`config.mk`:
```
export PLATFORM = sky130hd
export DESIGN_NAME = rti_mul
export DESIGN_NICKNAME = d
export VERILOG_FILES = /design/src/rtl/core/rti_pkg.sv /design/src/rtl/core/rti_mul.sv
export SDC_FILE = /design/constraint.sdc
export NUM_CORES = 2
export LEC_CHECK = 0
export BUFFER_PORTS_ARGS = -buffer_cell sky130_fd_sc_hd__buf_2
export CAP_MARGIN = 40
export CELL_PAD_IN_SITES_DETAIL_PLACEMENT = 0
export CELL_PAD_IN_SITES_GLOBAL_PLACEMENT = 2
export CORE_MARGIN = 10
export CORE_UTILIZATION = 46
export DETAILED_ROUTE_END_ITERATION = 7
export GPL_ROUTABILITY_DRIVEN = 1
export GPL_TIMING_DRIVEN = 0
export PLACE_DENSITY = 0.87
export SLEW_MARGIN = 20
export SYNTH_ARGS = -nofsm -noshare
export SYNTH_HDL_FRONTEND = slang
export SYNTH_SLANG_ARGS = --single-unit
export TNS_END_PERCENT = 5
```
`constraint.sdc`:
```
create_clock -name clk -period 11.1 [get_ports clk]
set_clock_uncertainty 0.15 [all_clocks]
set_input_delay 1.11 -clock clk [delete_from_list [all_inputs] [get_ports clk]]
set_output_delay 1.11 -clock clk [all_outputs]
set_load 0.01 [all_outputs]
```
`src/rtl/core/rti_pkg.sv`:
```
`default_nettype none
package rti_pkg;
    localparam int COORD_WIDTH_DEF  = 32;
    localparam int FRAC_BITS_DEF    = 16;
    localparam int DIST_WIDTH       = 31;
    localparam int QUOT_WIDTH       = DIST_WIDTH + 1;
    localparam int CFG_INDEX_WIDTH  = 3;
    localparam int CFG_COUNT        = 6;

    localparam logic [CFG_INDEX_WIDTH-1:0] REG_ORIGIN_X = 3'd0;
    localparam logic [CFG_INDEX_WIDTH-1:0] REG_ORIGIN_Y = 3'd1;
    localparam logic [CFG_INDEX_WIDTH-1:0] REG_ORIGIN_Z = 3'd2;
    localparam logic [CFG_INDEX_WIDTH-1:0] REG_DIR_X    = 3'd3;
    localparam logic [CFG_INDEX_WIDTH-1:0] REG_DIR_Y    = 3'd4;
    localparam logic [CFG_INDEX_WIDTH-1:0] REG_DIR_Z    = 3'd5;

    localparam logic [DIST_WIDTH-1:0] DIST_MAX = {DIST_WIDTH{1'b1}};
endpackage
`default_nettype wire

```
`src/rtl/core/rti_mul.sv`:
```
`default_nettype none
module rti_mul
    import rti_pkg::*;
#(
    parameter int AW = 33,
    parameter int BW = 32
)
(
    input  logic                      clk,
    input  logic                      en,
    input  logic signed [AW-1:0]      a,
    input  logic signed [BW-1:0]      b,
    output logic signed [AW+BW-1:0]   p
);
    localparam int BL = (BW + 1) / 2;
    localparam int BH = BW - BL;

    logic signed [AW+BL:0]    lo_reg, lo_next;
    logic signed [AW+BH-1:0]  hi_reg, hi_next;
    logic signed [AW+BW-1:0]  p_reg, p_next;

    // two partial products on the halves of b, summed one stage later
    always_comb
    begin
        lo_next = a * $signed({1'b0, b[BL-1:0]});
        hi_next = a * $signed(b[BW-1:BL]);
        p_next  = $signed({hi_reg, {BL{1'b0}}}) + (AW+BW)'(lo_reg);
    end

    always_ff @(posedge clk)
    begin
        if (en)
        begin
            lo_reg <= lo_next;
            hi_reg <= hi_next;
            p_reg  <= p_next;
        end
    end

    assign p = p_reg;
endmodule
`default_nettype wire

```
==> metrics.txt <==
status complete, no violations; Post-Syn Area 0.0443 mm²; max frequency 0.112 GHz; vias per cell 5.26; Synth area leader fa_1; Endpoint, Worst Hold p[6]$_DFFE_PP_; Final HPWL DP 124 mm; RR Endpoint p[64]$_DFFE_PP_; clock buffer count from CTS 17; share of cells above drive strength 1 4.55%; fill count 9264; Post-synth EDFFs 164; worst rel slew slack 36.4%; crit end category flop; number of global-route vias before repair 35600; wire per inst 23.0 µm; Setup Total Neg Slack 0 ns; Initial Util 46.5%; Hold Fails Final Rpt 0; Sink Count 164; Detail Route Antenna Nets 0; critical path arrival 8.99 ns; DIE WIDTH 330 µm; synth unique cells 69; first drt pass iteration count 5; Clock Tree Root clkbuf_16; Primary FF master, synth edfxtp_1; most frequent cell after synthesis inv_1; Synth Register Bits 164; Max H-tree Level 4; max-slew violations 0; CTS tree yes; startpoint types input pin; synthesized area per cell 9.26 µm²; number of DRC markers in iteration 0 2341; crit-path cells buf_2 -> clkbuf_1 -> nand2_1 -> fa_1 -> fa_1 -> fa_1 -> inv_1 -> fa_1 -> fa_1 -> inv_1 -> fa_1 -> inv_1 -> ha_1 -> nand3_1 -> nor2_1 -> o211ai_1 -> a31oi_2 -> a31oi_2 -> a311oi_1 -> nor3_1 -> o21ai_1 -> a21oi_1 -> xnor2_1; clock transition at the registers of the reported paths 0.07 ns; initial antenna violation count 9; max reg flops 65; GR Overflow Total 0; DR vias 32900; layout overhead on the synthesized area 7.52%; crit share post-route 80.4%; die area 0.109 mm²; Worst path most repeated cell fa_1; path depth of the worst reg2reg path 13; CP max FO 10; IO Port Bufs 131; FP Rows 113; top-area cell type share of the netlist area 45.3%; Hold Startpoint lo_reg[6]$_DFFE_PP_; HP Class flop to flop; Final #Nets 6329; GRT Total Usage 27.3%; Final setup viols 0; Multi-input gate area 0.0341 mm²; first-pass GRT wire length 219 mm; slowest CP cell a31oi_2; MaxCap Viol Count 0; R2R Setup Slk 7.17 ns; hold depth 0; die boundary height 330 µm; measured slew at the worst slew-check pin 0.954 ns; Mapped Nets 6139; Worst Path Required 11.17 ns; Setup CP Type input pin to flop; routed wire length 144 mm; DRC 0; register area 0.00492 mm²; Synth top cells by count inv_1 (1208), fa_1 (1004), nand2_1 (681), and2_1 (418), ha_1 (283); pin count of the biggest net entering global routing 88; Skew-Pair Late Insertion Delay 0.48 ns; Ys Warns 0; RSZ-0062 raised after global routing false; CP peak stage delay 0.76 ns; ys async rst share 0%; setup bufs post-CTS 0; minimum clock period 8.92 ns; CTS max path bufs 2; ranking of synthesized cells by area fa_1 (45%), edfxtp_1 (11%), inv_1 (10%), ha_1 (8.0%), and2_1 (5.9%); Seq/Total Area, Yosys 11.1%; CTS Hold Bufs 0; core footprint 0.0953 mm²; CTS resizes 0; GPL Wtd Cong 0.956; Cells after Synth 4785; RR Startpoint lo_reg[16]$_DFFE_PP_; I/O pin count 132
stage by stage:
stage | hold slack (ns) | instances | utilization (%) | area (µm²) | worst slack (ns)
4_1_cts | 0.273 | 6240 | 49.9 | 47500 | 2.30
2_1_floorplan | 0.250 | 4785 | - | 44300 | 3.88
3_5_place_dp | 0.257 | 6208 | 49.2 | 46900 | 1.79
3_3_place_gp | 0.252 | 6181 | 48.9 | 46600 | 1.28
6_report | 0.271 | 6258 | 50.0 | 47700 | 2.18
5_1_grt | 0.276 | 6253 | 50.0 | 47700 | 1.91
layout make-up:
cell class | instances | area share [%]
buffer | 220 | 1.74
antenna | 5 | 0.0263
inverter | 1208 | 9.51
timing repair buffer | 171 | 2.41
multi-input combinational | 3193 | 71.5
sequential | 164 | 10.3
clock buffer | 18 | 0.900
clock inverter | 14 | 0.305
tap | 1265 | 3.32
how the worst max path moves through the flow:
stage,start,endpoint,slack [ns],cells after the start
2_1_floorplan,b[31],hi_reg[45]$_DFFE_PP_,3.88,23
3_3_place_gp,b[3],lo_reg[48]$_DFFE_PP_,1.28,22
3_5_place_dp,b[2],lo_reg[43]$_DFFE_PP_,1.79,23
4_1_cts,b[2],lo_reg[43]$_DFFE_PP_,2.30,23
5_1_grt,b[2],lo_reg[43]$_DFFE_PP_,1.91,23
6_report,b[2],lo_reg[46]$_DFFE_PP_,2.18,23
critical path, delay by kind of cell:
family,cells,cell delay (ns)
AND/OR/NAND/NOR,4,0.72
XOR/XNOR,1,0.43
buffers and inverters,5,1.17
adder cells (fa/ha/maj),7,3.51
AO/OA/AOI/OAI,6,2.00
routing by layer:
layer | global-route usage [%] | part of all wire (%)
met1 | 34.1 | 40
met2 | 46.4 | 48
met3 | 4.25 | 6.2
met4 | 12.7 | 5.3
met5 | 0 | 0.035
cell families after synthesis:
group,count (synthesis),synth area share [%]
simple gates,1335,14.4
compound gates,421,6.09
flops,164,11.1
fa+ha+maj,1287,53.3
xor+xnor,150,2.96
buf+inv,1428,12.1
placed cells by master (no fill, tap or decap), types with 5 or more instances in the layout:
cell type  netlist  layout
inv_1         1208    1208
fa_1          1004    1004
nand2_1        681     681
and2_1         418     418
ha_1           283     283
clkbuf_1       217     218
edfxtp_1       164     164
a21oi_1        152     152
buf_2            1     131
xnor2_1        115     115
nor2_1         102     102
a21o_1          61      61
o21ai_0         60      60
xor2_1          35      35
buf_6            0      35
nand2b_1        28      28
nand3_1         25      25
nand4_1         21      21
clkbuf_16        0      17
a211oi_1        15      15
o21ai_1         15      15
nor2b_1         15      15
o21a_1          14      14
a31oi_1         15      14
o211ai_1        13      13
nor3_1          12      12
o21bai_1        12      12
and3_1          11      11
o2111ai_1        6       6
diode_2          0       5
a221oi_1         5       5
buf_8            0       5
Power is left out: the tool's default activity adds up to more than one toggle a clock period on the data nets, which glitch-free logic cannot reach.
