==> src/rtl/core/rti_pkg.sv <==
`default_nettype none
package rti_pkg;
    localparam int COORD_WIDTH_DEF  = 32;
    localparam int FRAC_BITS_DEF    = 16;
    localparam int DIST_WIDTH       = 31;
    localparam int QUOT_WIDTH       = DIST_WIDTH + 1;
    localparam int CFG_INDEX_WIDTH  = 3;
    localparam int CFG_COUNT        = 6;

    localparam logic [CFG_INDEX_WIDTH-1:0] REG_ORIGIN_X = 3'd0;
    localparam logic [CFG_INDEX_WIDTH-1:0] REG_ORIGIN_Y = 3'd1;
    localparam logic [CFG_INDEX_WIDTH-1:0] REG_ORIGIN_Z = 3'd2;
    localparam logic [CFG_INDEX_WIDTH-1:0] REG_DIR_X    = 3'd3;
    localparam logic [CFG_INDEX_WIDTH-1:0] REG_DIR_Y    = 3'd4;
    localparam logic [CFG_INDEX_WIDTH-1:0] REG_DIR_Z    = 3'd5;

    localparam logic [DIST_WIDTH-1:0] DIST_MAX = {DIST_WIDTH{1'b1}};
endpackage
`default_nettype wire

==> src/rtl/core/rti_div_stage.sv <==
`default_nettype none
module rti_div_stage
    import rti_pkg::*;
#(
    parameter int EW = 104,
    parameter int QW = 152,
    parameter int SH = 31
)
(
    input  logic                   clk,
    input  logic                   en,
    input  logic [QW-1:0]          rem_in,
    input  logic [EW-1:0]          den_in,
    input  logic [QUOT_WIDTH-1:0]  q_in,
    input  logic                   hit_in,
    output logic [QW-1:0]          rem_out,
    output logic [EW-1:0]          den_out,
    output logic [QUOT_WIDTH-1:0]  q_out,
    output logic                   hit_out
);
    logic [QW-1:0]         cand;
    logic [QW-1:0]         rem_reg, rem_next;
    logic [EW-1:0]         den_reg;
    logic [QUOT_WIDTH-1:0] q_reg, q_next;
    logic                  hit_reg;

    // one restoring step: take den shifted to this bit if it fits
    always_comb
    begin
        cand     = QW'(den_in) << SH;
        rem_next = rem_in;
        q_next   = q_in;
        if (rem_in >= cand)
        begin
            rem_next   = rem_in - cand;
            q_next[SH] = 1'b1;
        end
    end

    always_ff @(posedge clk)
    begin
        if (en)
        begin
            rem_reg <= rem_next;
            den_reg <= den_in;
            q_reg   <= q_next;
            hit_reg <= hit_in;
        end
    end

    assign rem_out = rem_reg;
    assign den_out = den_reg;
    assign q_out   = q_reg;
    assign hit_out = hit_reg;
endmodule
`default_nettype wire

==> config.mk <==
export PLATFORM = sky130hd
export DESIGN_NAME = rti_div_stage
export DESIGN_NICKNAME = d
export VERILOG_FILES = /design/src/rtl/core/rti_pkg.sv /design/src/rtl/core/rti_div_stage.sv
export SDC_FILE = /design/constraint.sdc
export NUM_CORES = 1
export LEC_CHECK = 0
export BUFFER_PORTS_ARGS = -buffer_cell sky130_fd_sc_hd__buf_2
export CORE_AREA = 4 4 225 227
export DETAILED_ROUTE_END_ITERATION = 12
export DIE_AREA = 0 0 229 231
export GPL_TIMING_DRIVEN = 0
export SLEW_MARGIN = 20
export SYNTH_ARGS = -nofsm -noshare
export SYNTH_HDL_FRONTEND = slang
export SYNTH_SLANG_ARGS = --single-unit
==> constraint.sdc <==
create_clock -name clk -period 6.3 [get_ports clk]
set_input_delay 0.63 -clock clk [delete_from_list [all_inputs] [get_ports clk]]
set_output_delay 0.63 -clock clk [all_outputs]
set_load 0.1 [all_outputs]
==> flow_summary.toml, run 1 <==
[outcome]
status = "complete, no violations"

[worst_setup_path]
critPathKind = "input port to register"
critPathArrivalTime_ns = 4.97
crit_path_start = "rem_in[31]"
cp_max_fo = 4
cp-start-kind = "input port"
required_ns = 6.56
endpoint_kind = "register"
cp-endpoint = "rem_out[145]$_DFFE_PP_"

[timing]
finalCritPeriodShare = 0.748
slew_violations = 0
hold_viol = 0
max_freq_mhz = 212
period_minus_slack_ns = 4.71
setup_viol = 0
setup_tns_ns = 0
rsz0062_at_grt = "false"
worst_pin_slew_ns = 1.16
slew_headroom = 0.221

[yosys]
synth_cells = 1792
ys_top_cells_by_area = "edfxtp_1, ha_1, a21oi_1"
yosys.area.top_type_share = 0.488
avgSynthCellArea_sq_um = 9.91
synth_area_sq_mm = 0.0178
synth_seq_cells = 289
yosysUniqueCellTypes = 76
synth-edff-count = 289
synth.largest_area_cell = "edfxtp_1"
synth_warnings = 0
async_flop_share = 0
yosysSeqAreaShare = 0.488
syn-num-nets = 2188
synth_ff_type = "edfxtp_1"

[pwr]
leakage_nw = 9.77
finalPower_mw = 7.24
worst_ir_drop_vdd_uv = 238
pwr_density_cell_mw_per_mm2 = 320

[die]
die_h_um = 231
coreArea_sq_mm = 0.0486
start_util = 0.365
rows = 81
die-area_sq_mm = 0.0529
num_io_pins = 580
die_width_um = 229

[clock_tree]
cts_root_buf = "clkbuf_16"
cts_sinks = 289
htree_levels = 2
cts_tree = "yes"
post_cts_resized = 0
cts_buffers = 35
cts_hold_buf = 0
cts_max_path_buffers = 3
post_cts_buffers = 0
path_clk_slew_ns = 0.06

[layout]
drive_gt1_frac = 0.292
fillers = 4723
postLayoutCellArea_sq_mm = 0.0226
area_growth_pct = 27.2
finalNonFillerCells = 3065
final_cell_mix = "buf_2, edfxtp_1, a21oi_1, nor2_1, nand2_1"
final_util = 0.465
layout.nets = 2806
layout_commonest_cell = "buf_2"

[place]
port_buffers = 579
place_congestion = 0.935
place_area_sq_mm = 0.0215
dp_hpwl_mm = 54.3
post-place-cells = 2995

[route]
drc = 0
wl_mm = 65.8
num_vias = 16200
first_pass_iters = 5
drt-initial-drc-count = 1100
postRouteAntennaNets = 0
avgRoutedWirePerCell_um = 21.5
vias_per_cell = 5.29

[grt]
track_usage = 0.238
grt_pass1_vias = 16200
grt_remaining_overflow = 0
antenna_found_initial = 14
grt_max_degree = 107
grt_pass1_wl_mm = 97.7

[worst_hold_path]
holdCritPathClass = "input port to register"

[flow_run]
drv_cap = 0
==> through the flow <==
step	setup slack (ns)	hold slack, ns
global placement	0.490	0.807
detailed placement	1.02	0.808
CTS	1.58	0.223
finish	1.59	0.259
floorplan	2.66	0.729
global route	1.25	0.235
==> layer usage <==
metal | part of all wire | track usage | up-vias
met5 | 0.0012 | 0 | -
met4 | 0.025 | 0.0649 | 12
met1 | 0.41 | 0.292 | 7679
met2 | 0.49 | 0.408 | 579
li1 | - | - | 7847
met3 | 0.080 | 0.0714 | 105
==> Yosys cell counts, types with 6 or more instances <==
master / count
clkbuf_1: 23
a21o_1: 34
o21ai_0: 108
nor3_1: 26
o21a_1: 23
xnor2_1: 53
buf_1: 10
and4_1: 12
a211oi_1: 9
o31ai_1: 8
o21bai_1: 31
nand2b_1: 10
nor4_1: 17
xor2_1: 64
or3_1: 6
nand3_1: 15
inv_1: 138
mux2_2: 21
edfxtp_1: 289
nor2_1: 176
or2_2: 7
nand2_1: 146
a31oi_1: 13
nand4_1: 53
ha_1: 104
o21ai_1: 7
and2_1: 15
a21boi_0: 10
nor2b_1: 7
buf_2: 34
a21oi_1: 247
==> registers in the layout, summed over array words and instances (netlist names) <==
register,count
rem_out,152
den_out,104
q_out,32
hit_out,1
==> where the power goes <==
| part | internal [mW] | switching, mW | leakage, nW |
|---|---|---|---|
| combinational | 0.566 | 2.33 | 6.42 |
| sequential | 2.39 | 0.0527 | 2.83 |
| clock | 1.09 | 0.812 | 0.522 |
==> area by class of cell <==
| type | count | area (sq um) | share of cell area |
|---|---|---|---|
| sequential | 289 | 8680 | 0.384 |
| multi-input combinational | 1297 | 8280 | 0.366 |
| buffer | 68 | 299 | 0.0132 |
| antenna | 6 | 15.0 | 0.000664 |
| clock inverter | 20 | 140 | 0.00620 |
| inverter | 138 | 518 | 0.0229 |
| timing repair buffer | 581 | 2960 | 0.131 |
| tap | 622 | 778 | 0.0344 |
| clock buffer | 44 | 931 | 0.0412 |
==> worst min-delay path by stage <==
| stage | slack (ns) | cells after the start | startpoint | endpoint |
|---|---|---|---|---|
| final | 0.26 | 1 | q_in[2] | q_out[2]$_DFFE_PP_ |
| after global routing | 0.23 | 1 | q_in[2] | q_out[2]$_DFFE_PP_ |
| after CTS | 0.22 | 1 | q_in[24] | q_out[24]$_DFFE_PP_ |
| after detailed placement | 0.81 | 1 | q_in[26] | q_out[26]$_DFFE_PP_ |
| after global placement | 0.81 | 1 | q_in[10] | q_out[10]$_DFFE_PP_ |
| after floorplan | 0.73 | 0 | den_in[0] | den_out[0]$_DFFE_PP_ |
==> critical path, cell delays in order <==
cell	delay [ns]
buf_2	0.09
inv_1	0.04
ha_1	0.22
fa_1	0.41
nor2b_1	0.18
o2111ai_1	0.17
a21oi_1	0.37
o2111ai_1	0.25
a211oi_1	0.93
o21ai_0	0.50
a21boi_0	0.60
nand4_1	0.16
nand4_1	0.19
nor4_1	0.08
xor2_1	0.15
==> cells by family after synthesis <==
group / count (synthesis) / share of synthesized area
AOI/OAI and AO/OA: 544 / 0.185
xor gates and xnor gates: 117 / 0.0577
adders and majority gates: 105 / 0.0744
buffers and inverters: 206 / 0.0460
DFF: 289 / 0.488
muxes: 22 / 0.0139
and+or+nand+nor: 509 / 0.134
No activity file was read; power rests on OpenSTA's default activity.
==> inputs of run 2 (changes only) <==
--- a/config.mk
+++ b/config.mk
@@ -6,9 +6,9 @@
 export NUM_CORES = 1
 export LEC_CHECK = 0
 export BUFFER_PORTS_ARGS = -buffer_cell sky130_fd_sc_hd__buf_2
-export CORE_AREA = 4 4 225 227
+export CORE_AREA = 4 4 226 228
 export DETAILED_ROUTE_END_ITERATION = 12
-export DIE_AREA = 0 0 229 231
+export DIE_AREA = 0 0 230 232
 export GPL_TIMING_DRIVEN = 0
 export SLEW_MARGIN = 20
 export SYNTH_ARGS = -nofsm -noshare
==> constraint.sdc (replaced) <==
create_clock -name clk -period 4.6 [get_ports clk]
set_input_delay 0.46 -clock clk [delete_from_list [all_inputs] [get_ports clk]]
set_output_delay 0.46 -clock clk [all_outputs]
set_load 0.1 [all_outputs]
==> run 2 against run 1 <==
  * Highest routed layer unchanged
  * Final cell count rose by 1.3%
  * Critical path type unchanged
  * Die area rose by 0.87%
  * Clock-buffer cell count fell by 3
  * Wire length rose by 1.8%
  * Sequential share of layout area fell by 0.19 points
  * Final area rose by 0.51%
  * Utilization barely moved
  * Combinational power rose by 38%
==> flow_summary.toml, run 2 (synthesis results as in run 1) <==
[outcome]
status = "complete, no violations"

[timing]
period_minus_slack_ns = 4.27
fin_ws_ns = 0.331
slew_violations = 0
rsz0062_at_grt = "false"
hold_viol = 0
timing.hold.ws_ns = 0.0913
max_freq_mhz = 234
worst_pin_slew_ns = 1.06
setup_viol = 0
slew_headroom = 0.284
finalCritPeriodShare = 0.928

[route]
avgRoutedWirePerCell_um = 21.6
first_pass_iters = 5
wl_mm = 67.0
drt-initial-drc-count = 1150
postRouteAntennaNets = 0
drc = 0
num_vias = 16300
vias_per_cell = 5.26

[grt]
track_usage = 0.238
antenna_found_initial = 13
grt_remaining_overflow = 0
grt_pass1_wl_mm = 98.1
grt_pass1_vias = 16300
grt_max_degree = 108

[layout]
seq_area_sq_mm = 0.00868
multi_input_area_sq_mm = 0.00830
largest_reg_flops = 152
fillers = 4817
layout.nets = 2805
layout_commonest_cell = "buf_2"
area_growth_pct = 27.9
final_cell_mix = "buf_2, edfxtp_1, a21oi_1, nor2_1, nand2_1"
drive_gt1_frac = 0.292

[pwr]
p_seq_frac = 0.332
swShare = 0.435
leakage_nw = 9.79
clock_power_share = 0.273
combinationalPowerShare = 0.396
worst_ir_drop_vdd_uv = 293
p_switching_mw = 4.38
intPower_mw = 5.69
pwr_density_cell_mw_per_mm2 = 443

[worst_setup_path]
cp_max_fo = 10
path_cells = "buf_2 -> inv_1 -> ha_1 -> clkbuf_1 -> inv_1 -> nor3_1 -> nand4_1 -> nor4_2 -> a41oi_1 -> o211a_1 -> o21ai_4 -> buf_2 -> buf_1 -> a21oi_1"
critPathArrivalTime_ns = 4.52
endpoint_kind = "register"
cp-start-kind = "input port"
cp_slowest_cell = "nor3_1"
required_ns = 4.85
slowest_delay_ns = 0.57
critPathKind = "input port to register"

[flow_run]
drv_cap = 0

[clock_tree]
cts_buffers = 34
cts_hold_buf = 0
cts_tree = "yes"
htree_levels = 2
cts_sinks = 289
cts_max_path_buffers = 3
cts_root_buf = "clkbuf_16"
path_clk_slew_ns = 0.06
post_cts_buffers = 0

[die]
rows = 81
die_width_um = 230
die-area_sq_mm = 0.0534
die_h_um = 232
num_io_pins = 580
start_util = 0.364
coreArea_sq_mm = 0.0488

[place]
place_congestion = 0.953
place_ws_ns = -0.448
port_buffers = 579
dp_hpwl_mm = 55.2

[worst_hold_path]
holdCritPathClass = "input port to register"
[run 2: cell types whose count changed in the layout (fill, tap and decap cells not counted), sizes merged]
| cell | change |
|---|---|
| clkinvlp | -2 |
| inv | +1 |
| clkbuf | -3 |
| diode | +1 |
| bufinv | +4 |
| clkinv | -4 |
[run 2: repair_timing]
action,4_1_cts,5_1_grt
hold endpoints to repair,0,0
gates resized for setup,0,2
endpoints found under the setup margin,0,45
[run 2: metrics by stage]
stage          cells  utilization  cell area (sq um)  total power, mW  TNS, ns
2_1_floorplan   1792            -              17800             6.48        0
3_3_place_gp    3035        0.440              21500             7.36  -310.92
3_5_place_dp    3037        0.442              21600             7.36   -30.79
4_1_cts         3097        0.464              22700             10.2        0
5_1_grt         3099        0.465              22700             10.5        0
6_report        3104        0.465              22700             10.1        0
[run 2: final cells by class]
class / count / area share
flip-flops and latches: 289 / 0.382
multi-input cells: 1297 / 0.365
repair buffers: 581 / 0.130
clock buffers: 41 / 0.0386
well taps: 664 / 0.0366
inverters: 138 / 0.0228
plain buffers: 68 / 0.0132
clock inverters: 19 / 0.0105
diodes: 7 / 0.000771
[run 2: path summary, 6_finish.rpt]
| check | startpoint | to | slack (ns) | cells past startpoint |
|---|---|---|---|---|
| worst min-delay path | q_in[2] | q_out[2]$_DFFE_PP_ | 0.09 | 1 |
| worst max-delay path | den_in[90] | rem_out[73]$_DFFE_PP_ | 0.33 | 14 |
[run 2: per-layer routing]
metal	wire, um	GRT usage	vias to the layer above
met1	27100	0.293	7715
met3	5640	0.0708	120
li1	-	-	7831
met4	1860	0.0639	12
met2	32400	0.408	636
met5	80	0	-
[run 2: power by group through the flow]
| stage | Clock, mW | Sequential [mW] | Combinational, mW |
|---|---|---|---|
| global placement | 0 | 3.41 | 3.95 |
| floorplan | 0 | 5.52 | 0.965 |
| CTS | 2.83 | 3.34 | 3.98 |
| finish | 2.75 | 3.34 | 3.98 |
| global route | 2.94 | 3.37 | 4.17 |
| detailed placement | 0 | 3.39 | 3.96 |
[run 2: worst max-delay path: cells and delay by family]
kind / cells / cell delay (ns)
AO/OA/AOI/OAI: 4 / 0.83
buffers and inverters: 6 / 1.47
adder cells (fa/ha/maj): 1 / 0.26
AND/OR/NAND/NOR: 3 / 1.48
==> inputs of run 3 (changes only) <==
--- a/config.mk
+++ b/config.mk
@@ -5,10 +5,10 @@
 export SDC_FILE = /design/constraint.sdc
 export NUM_CORES = 1
 export LEC_CHECK = 0
-export BUFFER_PORTS_ARGS = -buffer_cell sky130_fd_sc_hd__buf_2
-export CORE_AREA = 4 4 226 228
+export CORE_AREA = 4 4 221 223
 export DETAILED_ROUTE_END_ITERATION = 12
-export DIE_AREA = 0 0 230 232
+export DIE_AREA = 0 0 225 227
+export DONT_BUFFER_PORTS = 1
 export GPL_TIMING_DRIVEN = 0
 export SLEW_MARGIN = 20
 export SYNTH_ARGS = -nofsm -noshare
==> run 3 against run 2 <==
  * Utilization decreased by 1.1 points
  * Die area decreased by 4.3%
  * Highest routed layer unchanged
  * Non-clock buffer count decreased by 412
  * Setup slack got worse by 0.13 ns
  * Clock power decreased by 16%
==> flow_summary.toml, run 3 (synthesis results as in run 1) <==
[worst_setup_path]
critPathArrivalTime_ns = 4.71
cp_max_fo = 4
crit_path_start = "rem_in[31]"
required_ns = 4.91
cp-start-kind = "input port"
endpoint_kind = "register"
critPathKind = "input port to register"

[pwr]
finalPower_mw = 9.33
leakage_nw = 8.10
worst_ir_drop_vdd_uv = 431
pwr_density_cell_mw_per_mm2 = 441

[grt]
grt_remaining_overflow = 0
antenna_found_initial = 1
grt_pass1_wl_mm = 94.2
grt_pass1_vias = 14700
grt_max_degree = 286
track_usage = 0.240

[timing]
hold_viol = 0
finalCritPeriodShare = 0.956
slew_headroom = 0.216
timing.hold.ws_ns = 0.0503
slew_violations = 0
worst_pin_slew_ns = 1.18
max_freq_mhz = 227
setup_tns_ns = 0
rsz0062_at_grt = "false"
period_minus_slack_ns = 4.40
fin_ws_ns = 0.201
setup_viol = 0

[clock_tree]
cts_tree = "yes"
htree_levels = 1
cts_root_buf = "clkbuf_16"
cts_buffers = 29
cts_sinks = 289
cts_max_path_buffers = 3
post_cts_buffers = 0
path_clk_slew_ns = 0.06

[die]
die-area_sq_mm = 0.0511
rows = 79
start_util = 0.382
num_io_pins = 580
coreArea_sq_mm = 0.0466
die_width_um = 225
die_h_um = 227

[layout]
area_growth_pct = 19.1
fillers = 4383
final_util = 0.454
finalNonFillerCells = 2620
layout.nets = 2388
largest_reg_flops = 152
layout_commonest_cell = "edfxtp_1"
drive_gt1_frac = 0.0621
postLayoutCellArea_sq_mm = 0.0212
final_cell_mix = "edfxtp_1, a21oi_1, nor2_1, dlygate4sd3_1, nand2_1"
antennaDiodeCount = 0

[place]
place_congestion = 0.930
place_ws_ns = -0.471
dp_hpwl_mm = 51.4
place_area_sq_mm = 0.0186
post-place-cells = 2400
port_buffers = 0

[flow_run]
drv_cap = 0

[route]
first_pass_iters = 5
drc = 0
wl_mm = 65.7
vias_per_cell = 5.69
drt-initial-drc-count = 989
num_vias = 14900
postRouteAntennaNets = 0
avgRoutedWirePerCell_um = 25.1

[worst_hold_path]
holdCritPathClass = "input port to register"
hp-start = "en"

[outcome]
status = "complete, no violations"
## run 3: changes by cell type in the layout (fill, tap and decap cells not counted), sizes merged
cell         before  now
buf             625   45
inv             141  140
clkinv           11   13
bufinv            5    3
dlygate4sd3       0  168
clkbuf           65   57
clkinvlp          0    1
diode             7    0
## run 3: routing by layer
metal	GRT usage	share of wire	up-vias
met5	0	0.00020	-
met3	0.0726	0.096	87
li1	-	-	6978
met4	0.0619	0.025	2
met2	0.412	0.48	686
met1	0.298	0.40	7150
## run 3: cell type report
type	instances	area [sq um]	area share
clock inverters	19	175	0.00828
well taps	607	759	0.0359
multi-input cells	1297	8290	0.392
repair buffers	169	1700	0.0804
flip-flops and latches	289	8680	0.410
plain buffers	68	299	0.0141
clock buffers	33	741	0.0350
inverters	138	518	0.0245
## run 3: path summary, 6_finish.rpt
check | endpoint | cells past startpoint
max | rem_out[123]$_DFFE_PP_ | 14
min | den_out[87]$_DFFE_PP_ | 0
## run 3: worst max-delay path, cell delays in order
cell and delay, ns:
inv_1 0.02, ha_1 0.22, fa_1 0.42, nor2b_1 0.17, o2111ai_1 0.16, a21oi_1 0.42, o21ai_1 0.26, a211oi_1 0.59
nor2_1 0.31, o22a_1 0.33, and2_1 0.26, o41ai_1 0.60, xor2_1 0.16, mux2_1 0.33
## run 3: report_power, final
group / switching, mW / internal, mW / leakage (nW) / total, mW
clock network: 0.999 / 1.32 / 0.448 / 2.32
logic: 0.858 / 0.599 / 4.83 / 1.46
registers: 2.26 / 3.30 / 2.83 / 5.56
total: 4.11 / 5.21 / 8.10 / 9.33
## run 3: repair_timing
item                                    4_1_cts  5_1_grt
hold endpoints to repair                    172        0
hold buffers                                168        0
resized for setup                             0        1
endpoints found under the setup margin        0       38
